## src/rtl/wth_pkg.sv

```systemverilog
// ----------------------------------------------------------------------------
// wth_pkg
// Shared types and codes for the window table hit test block: request and
// status codes, the stored window entry and the query point.
// ----------------------------------------------------------------------------
package wth_pkg;

  // request codes
  typedef enum logic [1:0] {
    REQ_ADD    = 2'd0,
    REQ_REMOVE = 2'd1,
    REQ_HIT    = 2'd2,
    REQ_CLEAR  = 2'd3
  } req_e;

  // status codes
  localparam logic [1:0] STAT_OK   = 2'd0;
  localparam logic [1:0] STAT_FULL = 2'd1;
  localparam logic [1:0] STAT_MISS = 2'd2;

  // one stored window
  typedef struct packed {
    logic [15:0] id;
    logic [15:0] left;
    logic [15:0] top;
    logic [15:0] wide;
    logic [15:0] tall;
    logic        shown;
  } entry_t;

  localparam int unsigned EntryBits = $bits(entry_t);

  // query point
  typedef struct packed {
    logic signed [15:0] x;
    logic signed [15:0] y;
  } point_t;

endpackage

```

## src/rtl/wth_hit.sv

```systemverilog
// ----------------------------------------------------------------------------
// wth_hit
// Point-in-rectangle compare unit, shared by every step of a hit scan.
// Half-open bounds, right and bottom edges formed 18 bits wide so they
// never wrap.
// ----------------------------------------------------------------------------
module wth_hit (
  input  wth_pkg::entry_t entry_i,
  input  wth_pkg::point_t point_i,
  output logic            hit_o
);

  logic signed [17:0] left_s;
  logic signed [17:0] top_s;
  logic signed [17:0] right_s;
  logic signed [17:0] bottom_s;
  logic signed [17:0] px_s;
  logic signed [17:0] py_s;

  // sign-extend edges and point, widen the sums
  always_comb begin
    left_s   = 18'(signed'(entry_i.left));
    top_s    = 18'(signed'(entry_i.top));
    right_s  = left_s + signed'({2'b00, entry_i.wide});
    bottom_s = top_s + signed'({2'b00, entry_i.tall});
    px_s     = 18'(point_i.x);
    py_s     = 18'(point_i.y);
  end

  // visible and inside on both axes
  assign hit_o = entry_i.shown
                 && (px_s >= left_s) && (px_s < right_s)
                 && (py_s >= top_s) && (py_s < bottom_s);

endmodule

```

## config.mk

```make
export PLATFORM = sky130hd
export DESIGN_NAME = wth_hit
export DESIGN_NICKNAME = d
export VERILOG_FILES = /design/src/rtl/wth_pkg.sv /design/src/rtl/wth_hit.sv
export SDC_FILE = /design/constraint.sdc
export NUM_CORES = 1
export LEC_CHECK = 0
export BUFFER_PORTS_ARGS = -buffer_cell sky130_fd_sc_hd__buf_2
export CAP_MARGIN = 10
export CORE_ASPECT_RATIO = 1.25
export CORE_MARGIN = 5
export CORE_UTILIZATION = 47
export DETAILED_ROUTE_END_ITERATION = 6
export PLACE_DENSITY = 0.88
export SLEW_MARGIN = 0
export SYNTH_ARGS = -nofsm -noshare
export SYNTH_HDL_FRONTEND = slang
export SYNTH_SLANG_ARGS = --single-unit
```

## constraint.sdc

```tcl
create_clock -name vclk -period 7.05
set_clock_uncertainty 0.1 [all_clocks]
set_input_delay 1.0575 -clock vclk [all_inputs]
set_output_delay 1.0575 -clock vclk [all_outputs]
set_load 0.01 [all_outputs]
```

==> flow_summary.toml <==
[place]
placed_cell_area_um2 = 3734
dp_hpwl_mm = 7.536
gp_congestion = 0.8902
io_buffers = 98
dp_slack_ns = 1.024

[sta]
timing_hold_violations_final = 0
slew_headroom_pct = 62.22
rsz0062_at_grt = "false"
worst_pin_slew_ns = 0.5641
setup_viol = 0
fin_ws_ns = 1.052
tns_ns = 0
min_period_ns = 5.998
drv_slew = 0
holdWs_ns = 2.535
fin_crit_sh_pct = 85.08
fmax_ghz = 0.1667

[worst_setup_path]
critPathCaptureType = "output port"
max_stage_delay_ns = 0.43
crit_slowest_cell = "fa_1"
crit_fanout = 3
critPathKind = "in -> out"
cp_data_required_time_ns = 5.89
worstPathArrival_ns = 4.84
worstPathCellList = "buf_2 -> ha_1 -> fa_1 -> a211oi_1 -> o211ai_1 -> a31oi_1 -> o31ai_1 -> a21oi_1 -> xnor2_1 -> ha_1 -> a211o_1 -> a2111oi_2 -> a31oi_1 -> a311oi_1 -> nor4b_2 -> buf_2"
start_kind = "input pin"

[synthesis]
synthTopCellsByArea = "ha_1 (40%), a21oi_1 (7.7%), inv_1 (6.0%)"
synth-xor-area-share_pct = 8.383
synth.most_common_cell = "ha_1"
synth-compound-area-share_pct = 28.66
synth_fa_ha_area_share_pct = 41.20
synth_common_cells = "ha_1 (100), inv_1 (50), a21oi_1 (48), nand2_1 (22)"
synth.largest_area_cell = "ha_1"
yosys.area_share.simple_pct = 15.77
synth-warning-count = 0
synth_fp_nets = 628
syn-mean-instance-area_um2 = 7.589
synthCells = 413
synth_mux_area_share_pct = 0
synth_top_family_by_area = "adder cells"
synth_area_um2 = 3134
post_synth_num_cell_types = 48
seq_area_frac_synth_pct = 0
synth_top_area_share_pct = 39.92

[final_layout]
nFlopsAndLatches = 0
multiInputGateArea_um2 = 2947
seqCellArea_um2 = 0
nClkBuffers = 0
fillers = 628
design_area_um2 = 3734
antenna_cells = 0
drive_above_1_share_pct = 20.16
nets = 728
syn2layout_area_growth_pct = 19.12

[drt]
drc = 0
wirelength_mm = 8.214
avgViaCountPerCell = 5.694
vias = 3405
ant_nets = 0
drt_iter0_markers = 54
dr.pass1.iters = 4
wl_per_cell_um = 13.74

[floorplan]
io_pins = 114
start_util_pct = 48.04
die_x_um = 83.04
core_region_area_um2 = 6524
die_area_um2 = 8412
rows = 33
die_h_um = 101.3

[power_and_ir_drop]
total_leakage_power_nw = 2.033
finalPower_mw = 0.3372
peakVddDrop_v = 0.00004475
power_per_cell_area_nw_per_um2 = 90.31

[global_route]
grt_max_degree = 8
grt_pass1_vias = 3438
grt_pass1_wl_mm = 14.01
antenna_found_initial = 0
grtUsageTotal_pct = 18.82
grt_overflow = 0

[clocking]
postCtsSetupBuffers = 0
cts-resized-gates = 0
holdBufCountCts = 0

[hold_path]
hold_path_class = "in -> out"

[flow_run]
max-cap-violations = 0

[outcome]
status = "finished, final reports clean"
area by class of cell:
type / instances / share of cell area (%)
Timing Repair Buffer: 98 / 13.14
Inverter: 50 / 5.027
Tap cell: 87 / 2.916
Multi-Input combinational cell: 363 / 78.92
worst paths after layout:
| kind | cells after the start | slack, ns | from | endpoint |
|---|---|---|---|---|
| min | 5 | 2.54 | entry_i[0] | hit_o |
| max | 16 | 1.05 | entry_i[17] | hit_o |
cell families after synthesis:
logic type | count (synthesis)
adder cells (fa/ha/maj) | 102
AO/OA/AOI/OAI | 138
XOR/XNOR | 30
buffers and inverters | 50
AND/OR/NAND/NOR | 93
power breakdown:
| group | internal, mW | switching, mW |
|---|---|---|
| combinational | 0.156 | 0.181 |
| sequential | 0 | 0 |
| clock | 0 | 0 |
| total | 0.156 | 0.181 |
placed cells by master (no fill, tap or decap), types with 4 or more instances in the layout:
cell and instances:
ha_1 100, buf_2 98, inv_1 50, a21oi_1 48, nand2_1 22, nor2_1 18
a21o_1 18, xnor2_1 17, xor2_1 13, o21ai_1 12, nand4_1 11, o21ai_0 9
o211ai_1 8, a211oi_1 7, nand2b_1 7, nand3_1 7, nor2b_1 7, nor3_1 5
a31oi_1 5, o21a_1 4, and4_1 4
per-stage QoR:
step / cells / util, %
2_1_floorplan: 413 / -
3_3_place_gp: 598 / 57.23
3_5_place_dp: 598 / 57.23
4_1_cts: 598 / 57.23
5_1_grt: 598 / 57.23
6_report: 598 / 57.23
routing by layer:
| layer | part of all wire (%) | track usage (%) | routed length [um] | vias up |
|---|---|---|---|---|
| met1 | 41 | 20.86 | 3338 | 1540 |
| met5 | 0 | 0 | 0 | - |
| met3 | 5.9 | 1.790 | 483 | 8 |
| met2 | 53 | 39.38 | 4314 | 112 |
| met4 | 0.95 | 2.138 | 78 | 0 |
| li1 | - | - | - | 1745 |
critical path: cells and delay by family:
family | cells | cell delay, ns
simple gates | 1 | 0.23
xor+xnor | 1 | 0.14
buf+inv | 2 | 0.29
compound gates | 9 | 2.19
fa+ha+maj | 3 | 0.92
Power figures use the tool's default switching activity.
